--- config.mk ---
export PLATFORM = sky130hd
export DESIGN_NAME = vps_sqrt
export DESIGN_NICKNAME = d
export VERILOG_FILES = /design/src/hw/rtl/vps_pkg.sv /design/src/hw/rtl/vps_sqrt.sv
export SDC_FILE = /design/constraint.sdc
export NUM_CORES = 2
export LEC_CHECK = 0
export BUFFER_PORTS_ARGS = -buffer_cell sky130_fd_sc_hd__buf_2
export CELL_PAD_IN_SITES_DETAIL_PLACEMENT = 0
export CELL_PAD_IN_SITES_GLOBAL_PLACEMENT = 1
export CORE_MARGIN = 2
export CORE_UTILIZATION = 57
export DETAILED_ROUTE_END_ITERATION = 10
export GPL_TIMING_DRIVEN = 0
export HOLD_SLACK_MARGIN = 0.12
export PLACE_DENSITY = 0.95
export SYNTH_ARGS = -nofsm -noshare
export SYNTH_HDL_FRONTEND = slang
export SYNTH_SLANG_ARGS = --single-unit
--- constraint.sdc ---
create_clock -name i_clk -period 5.7 [get_ports i_clk]
set_clock_uncertainty 0.15 [all_clocks]
set_input_delay 1.14 -clock i_clk [delete_from_list [all_inputs] [get_ports i_clk]]
set_output_delay 1.14 -clock i_clk [all_outputs]
set_load 0.01 [all_outputs]
--- src/hw/rtl/vps_pkg.sv ---
// ----------------------------------------------------------------------------
// Vertex Phong shader package
// Field widths, stream packing, register indexes and sideband types shared by
// the shader pipeline and its arithmetic units.
// ----------------------------------------------------------------------------
package vps_pkg;

    localparam int POS_W     = 16;
    localparam int NORM_W    = 16;
    localparam int COL_W     = 9;
    localparam int OUT_W     = 16;
    localparam int DIFF_W    = POS_W + 1;
    localparam int SQR_W     = 2 * POS_W + 2;
    localparam int RAD_W     = SQR_W + 16;
    localparam int ROOT_W    = RAD_W / 2;
    localparam int DIV_PRE   = 7;

    localparam int CFG_W     = 16;
    localparam int CFG_AW    = 3;

    localparam int S_FIELD_W = 3 * POS_W + 3 * NORM_W + 6 * COL_W;
    localparam int S_TDATA_W = ((S_FIELD_W + 7) / 8) * 8;
    localparam int M_TDATA_W = 3 * OUT_W;

    localparam int NORM_OFS  = 3 * POS_W;
    localparam int DIF_OFS   = NORM_OFS + 3 * NORM_W;
    localparam int SPC_OFS   = DIF_OFS + 3 * COL_W;

    typedef enum logic [CFG_AW-1:0] {
        CFG_MODE,
        CFG_LPOS_X,
        CFG_LPOS_Y,
        CFG_LPOS_Z,
        CFG_INTENSITY,
        CFG_AMBIENT
    } t_cfg_idx;

    typedef struct packed {
        logic                    mode;
        logic [2:0]              neg;
        logic [2:0][NORM_W-1:0]  norm;
        logic [2:0][COL_W-1:0]   dif;
        logic [2:0][COL_W-1:0]   spc;
    } t_vert;

    typedef struct packed {
        t_vert                   vert;
        logic [2:0][DIFF_W-1:0]  amag;
    } t_sq_side;

endpackage

--- src/hw/rtl/vps_sqrt.sv ---
// ----------------------------------------------------------------------------
// Pipelined integer square root
// Restoring digit recurrence, one root bit per register stage, with a
// sideband word and a valid bit carried alongside.
// ----------------------------------------------------------------------------
module vps_sqrt #(
    parameter int SIDE_W = 8
) (
    input  logic                        i_clk,
    input  logic                        i_rst_n,
    input  logic                        i_en,
    input  logic                        i_valid,
    input  logic [vps_pkg::RAD_W-1:0]   i_rad,
    input  logic [SIDE_W-1:0]           i_side,
    output logic                        o_valid,
    output logic [vps_pkg::ROOT_W-1:0]  o_root,
    output logic [SIDE_W-1:0]           o_side
);

    localparam int RAD_W  = vps_pkg::RAD_W;
    localparam int ROOT_W = vps_pkg::ROOT_W;
    localparam int REM_W  = ROOT_W + 2;
    localparam int NSTG   = ROOT_W;

    logic              r_vld  [NSTG];
    logic [REM_W-1:0]  r_rem  [NSTG];
    logic [ROOT_W-1:0] r_root [NSTG];
    logic [RAD_W-1:0]  r_rad  [NSTG-1];
    logic [SIDE_W-1:0] r_side [NSTG];

    for (genvar k = 0; k < NSTG; k++) begin : g_stage
        logic              w_v;
        logic [REM_W-1:0]  w_rem;
        logic [ROOT_W-1:0] w_root;
        logic [RAD_W-1:0]  w_rad;
        logic [SIDE_W-1:0] w_side;
        logic [REM_W+1:0]  n_cur;
        logic [REM_W+1:0]  n_trial;

        if (k == 0) begin : g_first
            assign w_v    = i_valid;
            assign w_rem  = '0;
            assign w_root = '0;
            assign w_rad  = i_rad;
            assign w_side = i_side;
        end else begin : g_next
            assign w_v    = r_vld[k-1];
            assign w_rem  = r_rem[k-1];
            assign w_root = r_root[k-1];
            assign w_rad  = r_rad[k-1];
            assign w_side = r_side[k-1];
        end

        assign n_cur   = {w_rem, w_rad[RAD_W-1-2*k -: 2]};
        assign n_trial = {2'b00, w_root, 2'b01};

        always_ff @(posedge i_clk) begin
            if (!i_rst_n) begin
                r_vld[k] <= 1'b0;
            end else if (i_en) begin
                r_vld[k] <= w_v;
            end
        end

        always_ff @(posedge i_clk) begin
            if (i_en) begin
                r_side[k] <= w_side;
                if (n_cur >= n_trial) begin
                    r_rem[k]  <= REM_W'(n_cur - n_trial);
                    r_root[k] <= {w_root[ROOT_W-2:0], 1'b1};
                end else begin
                    r_rem[k]  <= REM_W'(n_cur);
                    r_root[k] <= {w_root[ROOT_W-2:0], 1'b0};
                end
            end
        end

        if (k < NSTG - 1) begin : g_rad
            always_ff @(posedge i_clk) begin
                if (i_en) begin
                    r_rad[k] <= w_rad;
                end
            end
        end
    end

    assign o_valid = r_vld[NSTG-1];
    assign o_root  = r_root[NSTG-1];
    assign o_side  = r_side[NSTG-1];

endmodule

==> reports/results.ini <==
[sta]
final.period_utilization=0.855
finalHoldViolations=0
slew_headroom=0.229
setup_slack_ps=826
rsz0062_at_grt=no
post-route-min-period_ps=4870
fmax_ghz=0.205
slew_viol_final=0
worstMarginPinSlew_ps=1150
setup_viol=0

[power_and_ir_drop]
leakage_uw=0.0330
p_total_uw=34700
ir_drop_mv=0.468
power.density_nw_per_um2=397

[global_route]
grt_max_degree=136
grt_pass1_vias=44200
groute.usage.overall=0.212
grt_overflow_total=0
grt_pass1_wl_um=235000
antenna_found_initial=2

[clock_tree]
post_cts_buffers=0
path_clk_slew_ps=60
cts_hold_buf=0
cts_sinks=1761
clockBufferDepth=3
cts_root_buf=clkbuf_16
tritoncts=built
cts_max_level=4
cts_buffers=174
clk_latency_ps=830
cts_resized=5

[route]
finalWirelength_um=149000
ant_nets=0
wire_per_inst_um=18.6
first_iter_violations=3782
drc=0
dr_total_vias=45600
firstDrtPassIters=8
vias_per_cell=5.68

[setup_path]
crit_path_max_fanout=132
cpMaxStageDelayCell=clkbuf_2
cpPeakStageDelay_ps=810
crit_path_start_kind=input port
path_cells=buf_8 -> buf_16 -> clkbuf_2 -> clkbuf_1 -> clkbuf_1 -> clkbuf_2
critPathRequiredTime_ps=5980
path_class=input port to flip-flop
arrival_ps=5150
r2r_slack_ps=1500
worstSetupEndpointType=flip-flop

[logic_synthesis]
syn_nets=6222
synth_edf_count=1759
synth_xor_area_frac=0.0544
yosysUniqueCellTypes=91
synthSimpleGateAreaFrac=0.0996
yosys.area_share.adder=0.0563
synth_area_um2=78500
syn_inst=5807
ys.flop_type=edfxtp_1
async_flop_share=0
synth_warnings=0
ys_seq_area_frac=0.674
muxShareOfSynthArea=0.00710
ys_seq_elements=1761
syn_area_per_cell_um2=13.5
synth_top_family_by_area=simple AND/OR/NAND/NOR gates
synth_compound_area_frac=0.0813

[floorplan]
ios=96
die_w_um=375
core-area_um2=137000
start_util=0.573
die_h_um=375
dieArea_um2=141000
rows=136

[run]
drv_cap=0

[layout]
syn2layout_area_growth_pct=11.5
seq_area_um2=52900
num-fill-cells=9786
multi_input_area_um2=23400
drive_gt1_frac=0.0817
final_area_um2=87500
final_net_count=6507

[worst_hold_path]
hp-class=flip-flop to flip-flop

[outcome]
status=finished clean

[place]
gp_congestion=0.916
io_buffers=95
place_ws_ps=-1540
placed_area_um2=81600
dp.final_hpwl_um=106000

-- synth_stat cells (all sizes together), types with 9 or more instances --
cell,count,area share
a2111oi,9,0.0010
a211o,12,0.0013
a211oi,28,0.0027
a21boi,10,0.00096
a21o,110,0.011
a21oi,299,0.019
a31oi,28,0.0023
a41oi,16,0.0018
and2,32,0.0026
and3,47,0.0037
and4,9,0.0010
buf,26,0.0017
clkbuf,100,0.0048
edfxtp,1759,0.67
ha,353,0.056
inv,440,0.021
mux2,37,0.0053
mux2i,14,0.0018
nand2,423,0.020
nand2b,79,0.0063
nand3,112,0.0073
nand3b,17,0.0017
nand4,59,0.0047
nand4b,14,0.0016
nor2,325,0.016
nor2b,53,0.0042
nor3,167,0.011
nor3b,14,0.0013
nor4,66,0.0056
nor4b,19,0.0023
o211ai,22,0.0021
o21a,65,0.0062
o21ai,320,0.020
o21bai,22,0.0021
o31ai,27,0.0026
or2,18,0.0014
or3,68,0.0056
or4,20,0.0020
xnor2,256,0.029
xor2,231,0.026
-- logic make-up (layout without fill, tap and decap cells) --
kind of cell,count (synthesis),in the layout
buffers and inverters,566,991
adders and majority gates,353,353
AOI/OAI and AO/OA,1035,1035
xor gates and xnor gates,487,487
DFF,1761,1761
and+or+nand+nor,1554,1554
other,0,1
muxes,51,51
-- power breakdown --
part           leakage (µW)  internal, µW  switching [µW]
Combinational        0.0132          2540            3540
Sequential           0.0170         16200             933
Clock               0.00282          6610            4940
-- cells in the final DEF (no fill, tap or decap), types with 59 or more instances in the layout --
| master | n |
|---|---|
| edfxtp_1 | 1759 |
| inv_1 | 439 |
| nand2_1 | 422 |
| ha_1 | 353 |
| nor2_1 | 325 |
| o21ai_0 | 319 |
| a21oi_1 | 299 |
| xnor2_1 | 256 |
| xor2_1 | 231 |
| clkbuf_16 | 174 |
| nor3_1 | 163 |
| buf_2 | 116 |
| nand3_1 | 110 |
| a21o_1 | 110 |
| clkbuf_1 | 101 |
| nand2b_1 | 78 |
| or3_1 | 65 |
| o21a_1 | 65 |
| nor4_1 | 64 |
| nand4_1 | 59 |
-- sequential cells by signal, indices dropped and copies added, names as in the netlist --
name    flops
r_rad     600
r_rem     611
r_root    325
r_side    200
r_vld      25
-- worst paths after layout --
check          startpoint       endpoint  depth (start not counted)
max                  i_en   r_rem[8][21]                          6
min reg2reg  r_rad[17][6]   r_rad[18][6]                          0
min          r_rad[17][6]   r_rad[18][6]                          0
max reg2reg  r_rem[21][1]  r_rem[22][21]                         11
-- stage by stage --
stage | hold slack (ps) | util | std cells | TNS [ps]
after global routing | 249 | 0.639 | 8026 | 0
after detailed placement | 255 | 0.595 | 7711 | -970060
final | 246 | 0.639 | 8027 | 0
after global placement | 251 | 0.593 | 7696 | -
after floorplan | 250 | - | 5807 | 0
after CTS | 250 | 0.639 | 8027 | 0
-- critical path: cells and delay by family --
family   cells  cell delay, ps
buf+inv      6            3660
-- area by class of cell --
type                    count  area share
flip-flops and latches   1761       0.604
multi-input cells        3480       0.268
clock buffers             200      0.0509
well taps                1794      0.0257
inverters                 440      0.0189
clock inverters           116      0.0164
repair buffers            110     0.00953
plain buffers             125     0.00629
diodes                      1   0.0000286
-- metal layers --
| metal | GRT usage | vias to the layer above | wire, µm |
|---|---|---|---|
| li1 | - | 22100 | - |
| met1 | 0.268 | 22000 | 62000 |
| met2 | 0.368 | 1141 | 75100 |
| met3 | 0.0318 | 326 | 6420 |
| met4 | 0.0864 | 0 | 5460 |
| met5 | 0 | - | 0 |
Power figures use the tool's default switching activity.
