## src/hw/rtl/vps_pkg.sv

```systemverilog
// ----------------------------------------------------------------------------
// Vertex Phong shader package
// Field widths, stream packing, register indexes and sideband types shared by
// the shader pipeline and its arithmetic units.
// ----------------------------------------------------------------------------
package vps_pkg;

    localparam int POS_W     = 16;
    localparam int NORM_W    = 16;
    localparam int COL_W     = 9;
    localparam int OUT_W     = 16;
    localparam int DIFF_W    = POS_W + 1;
    localparam int SQR_W     = 2 * POS_W + 2;
    localparam int RAD_W     = SQR_W + 16;
    localparam int ROOT_W    = RAD_W / 2;
    localparam int DIV_PRE   = 7;

    localparam int CFG_W     = 16;
    localparam int CFG_AW    = 3;

    localparam int S_FIELD_W = 3 * POS_W + 3 * NORM_W + 6 * COL_W;
    localparam int S_TDATA_W = ((S_FIELD_W + 7) / 8) * 8;
    localparam int M_TDATA_W = 3 * OUT_W;

    localparam int NORM_OFS  = 3 * POS_W;
    localparam int DIF_OFS   = NORM_OFS + 3 * NORM_W;
    localparam int SPC_OFS   = DIF_OFS + 3 * COL_W;

    typedef enum logic [CFG_AW-1:0] {
        CFG_MODE,
        CFG_LPOS_X,
        CFG_LPOS_Y,
        CFG_LPOS_Z,
        CFG_INTENSITY,
        CFG_AMBIENT
    } t_cfg_idx;

    typedef struct packed {
        logic                    mode;
        logic [2:0]              neg;
        logic [2:0][NORM_W-1:0]  norm;
        logic [2:0][COL_W-1:0]   dif;
        logic [2:0][COL_W-1:0]   spc;
    } t_vert;

    typedef struct packed {
        t_vert                   vert;
        logic [2:0][DIFF_W-1:0]  amag;
    } t_sq_side;

endpackage

```

## src/hw/rtl/vps_div.sv

```systemverilog
// ----------------------------------------------------------------------------
// Pipelined three-lane divider
// Restoring division of three light vector magnitudes by a shared length,
// one quotient bit per register stage in each lane.
// ----------------------------------------------------------------------------
module vps_div #(
    parameter int QUO_W  = 15,
    parameter int SIDE_W = 8
) (
    input  logic                               i_clk,
    input  logic                               i_rst_n,
    input  logic                               i_en,
    input  logic                               i_valid,
    input  logic [vps_pkg::ROOT_W-1:0]         i_mag,
    input  logic [2:0][vps_pkg::DIFF_W-1:0]    i_num,
    input  logic [SIDE_W-1:0]                  i_side,
    output logic                               o_valid,
    output logic [vps_pkg::ROOT_W-1:0]         o_mag,
    output logic [2:0][QUO_W-1:0]              o_quo,
    output logic [SIDE_W-1:0]                  o_side
);

    localparam int ROOT_W = vps_pkg::ROOT_W;

    logic                    r_vld  [QUO_W];
    logic [ROOT_W-1:0]       r_mag  [QUO_W];
    logic [2:0][ROOT_W-1:0]  r_rem  [QUO_W];
    logic [2:0][QUO_W-1:0]   r_quo  [QUO_W];
    logic [SIDE_W-1:0]       r_side [QUO_W];

    for (genvar k = 0; k < QUO_W; k++) begin : g_stage
        logic                    w_v;
        logic [ROOT_W-1:0]       w_mag;
        logic [2:0][ROOT_W-1:0]  w_rem;
        logic [2:0][QUO_W-1:0]   w_quo;
        logic [SIDE_W-1:0]       w_side;
        logic [2:0][ROOT_W-1:0]  n_rem;
        logic [2:0][QUO_W-1:0]   n_quo;

        if (k == 0) begin : g_first
            always_comb begin
                for (int j = 0; j < 3; j++) begin
                    w_rem[j] = ROOT_W'({i_num[j], {vps_pkg::DIV_PRE{1'b0}}});
                end
            end
            assign w_v    = i_valid;
            assign w_mag  = i_mag;
            assign w_quo  = '0;
            assign w_side = i_side;
        end else begin : g_next
            assign w_v    = r_vld[k-1];
            assign w_mag  = r_mag[k-1];
            assign w_rem  = r_rem[k-1];
            assign w_quo  = r_quo[k-1];
            assign w_side = r_side[k-1];
        end

        always_comb begin
            logic [ROOT_W:0] t;
            for (int j = 0; j < 3; j++) begin
                t = {w_rem[j], 1'b0};
                if (t >= {1'b0, w_mag}) begin
                    n_rem[j] = ROOT_W'(t - {1'b0, w_mag});
                    n_quo[j] = {w_quo[j][QUO_W-2:0], 1'b1};
                end else begin
                    n_rem[j] = ROOT_W'(t);
                    n_quo[j] = {w_quo[j][QUO_W-2:0], 1'b0};
                end
            end
        end

        always_ff @(posedge i_clk) begin
            if (!i_rst_n) begin
                r_vld[k] <= 1'b0;
            end else if (i_en) begin
                r_vld[k] <= w_v;
            end
        end

        always_ff @(posedge i_clk) begin
            if (i_en) begin
                r_mag[k]  <= w_mag;
                r_rem[k]  <= n_rem;
                r_quo[k]  <= n_quo;
                r_side[k] <= w_side;
            end
        end
    end

    assign o_valid = r_vld[QUO_W-1];
    assign o_mag   = r_mag[QUO_W-1];
    assign o_quo   = r_quo[QUO_W-1];
    assign o_side  = r_side[QUO_W-1];

endmodule

```

## config.mk

```make
export PLATFORM = sky130hd
export DESIGN_NAME = vps_div
export DESIGN_NICKNAME = d
export VERILOG_FILES = /design/src/hw/rtl/vps_pkg.sv /design/src/hw/rtl/vps_div.sv
export SDC_FILE = /design/constraint.sdc
export NUM_CORES = 2
export LEC_CHECK = 0
export BUFFER_PORTS_ARGS = -buffer_cell sky130_fd_sc_hd__buf_2
export CORE_AREA = 2 2 586 588
export CTS_CLUSTER_SIZE = 28
export DETAILED_ROUTE_END_ITERATION = 16
export DIE_AREA = 0 0 588 590
export PLACE_DENSITY = 0.5
export SLEW_MARGIN = 20
export SYNTH_ARGS = -nofsm -noshare
export SYNTH_HDL_FRONTEND = slang
export SYNTH_SLANG_ARGS = --single-unit
```

## constraint.sdc

```tcl
create_clock -name i_clk -period 4.49 [get_ports i_clk]
set_input_delay 0.2245 -clock i_clk [delete_from_list [all_inputs] [get_ports i_clk]]
set_output_delay 0.2245 -clock i_clk [all_outputs]
set_load 0.05 [all_outputs]
```

==> out/results.txt <==
Status - finished, final reports clean
Slowest stage cell, crit path - edfxtp_1
Seq/Total Area, Yosys - 48.5%
Worst Tran Pin Value - 1.08 ns
Clk root buf - clkbuf_16
Slew margin rel. - 27.1%
Worst Path Arrival - 4.98 ns
Cell count after synthesis - 10800
Vias post-DR - 86800
H-tree Lvls - 4
CP bufs+invs - 4
RSZ-0062 raised after global routing - no
Max Buffers Root-to-Sink - 4
Core Rows - 215
Pwr dens - 780 nW/um^2
Layout overhead on the synthesized area - 15.2%
Clock transition at path regs - 0.06 ns
Final Skew - 0.0465 ns
Synth area leader - edfxtp_1
Worst EP required - 5.13 ns
WL/cell - 25.5 um
Met3 Usage GRT - 2.19%
Post-synth top area share - 48.5%
Worst skew pair latency - 0.95 ns
Synthesized area per cell - 11.0 sq um
Peak VDD IR - 0.000365 V
Tot Pwr - 107 mW
Max Cap Viol - 0
DR iter-0 viols - 6598
Non-Filler Instances - 16200
Global placer's final weighted congestion - 0.909
Met2 Usage GRT - 42.3%
Crit Path Class - register to register
Full die area - 347000 sq um
Number of flops mapped to enable cells by yosys - 1919
Final worst slack - 0.145 ns
Worst Setup Start Kind - register
GRT Util Overall - 23.2%
Crit path largest cell delay - 0.51 ns
Port buffer count - 166
Final nets - 12700
Register bit total from synthesis - 1920
Cell variety after synth - 94
Slew Viols, Final - 0
CTS Sinks - 1920
Clock buffer count from CTS - 231
Period utilisation layout - 96.8%
Worst path top cell family by delay - compound AO/OA/AOI/OAI gates
Ranking of synthesized cells by area - edfxtp_1 (48%), ha_1 (12%), a21oi_1 (4.1%), xnor2_1 (3.9%), mux2_2 (3.9%)
Post-DP HPWL - 334000 um
Mapped cell area - 119000 sq um
Placed cells - 15600
Setup crit end kind - register
Largest net degree at the start of global routing - 145
Synthesized net count - 12000
Worst hold path stage count - 2
Critical path depth - 15
DR vias/cell - 5.37
Yosys warnings - 0
Layout cell share with drive strength beyond 1 - 11.8%
Die Y - 590 um
Met1 global-route usage - 27.5%
P_leak - 54.9 nW
Fmax - 0.230 GHz
Asr flop ratio synth - 0%
Crit Path Max Fanout - 25
Area of the core - 341000 sq um
Worst hold margin - 0.0984 ns
DRC violation count after routing - 0
DP Worst Slack - -0.116 ns
Die X - 588 um
CP cell instances - inv_1 > ha_1 > a21oi_1 > o21bai_1 > a2111oi_0 > o41ai_1 > a2111oi_0 > buf_4 > or3_1 > o21a_1 > a21oi_1 > o32ai_4 > buf_12 > buf_12 > o21ai_0
Post-synth top flop - edfxtp_1
Vias in the first global route - 86300
TritonRoute pass-1 iters - 6
Endpoints failing setup - 0
R2R depth - 15
Initial Utilization - 34.9%
I/O Pins - 167
Top Usage Layer GRT - met2
Grt total ovfl - 0
Worst hold path class - input pin to register
First-pass GRT wire length - 594000 um
Min cycle time layout - 4.35 ns
Initial antenna violation count - 6
CTS tree - built
DRT antenna net count - 0
Routed WL - 412000 um
Final hold vios - 0
[cell type report]
class	instances	area [sq um]
Fill cell	32900	204000
Multi-Input combinational cell	8033	58400
Sequential cell	1920	57600
Clock buffer	268	6000
Tap cell	4557	5700
Timing Repair Buffer	611	5060
Inverter	627	2350
Clock inverter	158	1860
Antenna cell	6	15.0
[state kept, by name, indices dropped and copies added, names as in the netlist]
signal	count
r_mag	375
r_side	120
r_quo	360
r_vld	15
r_rem	1050
[per-layer routing]
metal	up-vias	routed length (um)	part of all wire, %
met1	42500	166000	40
met4	2	20900	5.1
met3	632	14100	3.4
met2	2087	211000	51
li1	41600	-	-
met5	-	13	0.0032
[cells in the final DEF (no fill, tap or decap), types with 58 or more instances in the layout]
cell type,netlist,final
nand2_1,727,727
inv_1,627,627
edfxtp_1,1919,1919
clkbuf_16,0,235
o21bai_1,89,89
dlygate4sd3_1,0,109
a211oi_1,80,79
nor2b_1,187,187
xor2_1,335,335
a21oi_1,968,965
buf_4,4,288
nor3_1,170,169
buf_2,39,165
nand2b_1,168,168
mux2_2,408,408
o21a_1,151,151
a31oi_1,90,87
nand4_1,150,150
ha_1,1099,1099
xnor2_1,525,525
nor2_1,736,736
and3_1,79,79
a21o_1,433,433
o31ai_1,59,58
nand3_1,161,161
o21ai_0,690,689
[synth_stat cells, types with 89 or more instances]
cell and instances:
o21bai_1 89, nor3_1 170, a31oi_1 90, xor2_1 335, nand2b_1 168, mux2_2 408
nor2_1 736, nand2_1 727, nor2b_1 187, nand4_1 150, o21ai_0 690, o21a_1 151
edfxtp_1 1919, a21o_1 433, a21oi_1 968, xnor2_1 525, ha_1 1099, inv_1 627
nand3_1 161, clkbuf_1 148
[metrics by stage]
step | instance area (sq um) | setup TNS [ns] | utilization [%]
after global routing | 137000 | 0 | 40.2
after floorplan | 119000 | 0 | -
after CTS | 137000 | 0 | 40.2
after detailed placement | 128000 | -2.08 | 37.5
final | 137000 | 0 | 40.2
after global placement | 128000 | -1.48 | 37.5
[logic make-up after synthesis]
logic type / Yosys count / share of synthesized area (%)
compound gates: 2937 / 15.4
simple gates: 2645 / 10.6
flops: 1920 / 48.5
fa+ha+maj: 1138 / 12.2
xor+xnor: 860 / 6.33
buf+inv: 834 / 2.71
mux: 452 / 4.25
[timing repair]
action | 4_1_cts | 5_1_grt
cloned | 0 | 1
hold buffers | 109 | 0
pin swaps | 0 | 1
endpoints found under the hold margin | 214 | 0
buffers inserted | 1 | 2
resized for setup | 1 | 2
setup endpoints to repair | 44 | 38
[power breakdown]
part / internal [mW] / switching (mW) / total [mW]
logic: 22.9 / 29.9 / 52.8
registers: 28.4 / 5.99 / 34.4
clock network: 11.7 / 8.03 / 19.7
total: 63.0 / 43.9 / 107
[final timing paths]
check | start | end | slack, ns
worst min register to register | r_side[1][9] | r_side[1][17] | 0.41
worst min-delay path | i_mag[9] | r_mag[0][9] | 0.1
worst max-delay path | r_mag[0][135] | r_rem[0][506] | 0.14
worst max register to register | r_mag[0][135] | r_rem[0][506] | 0.14
Power figures use the tool's default switching activity.
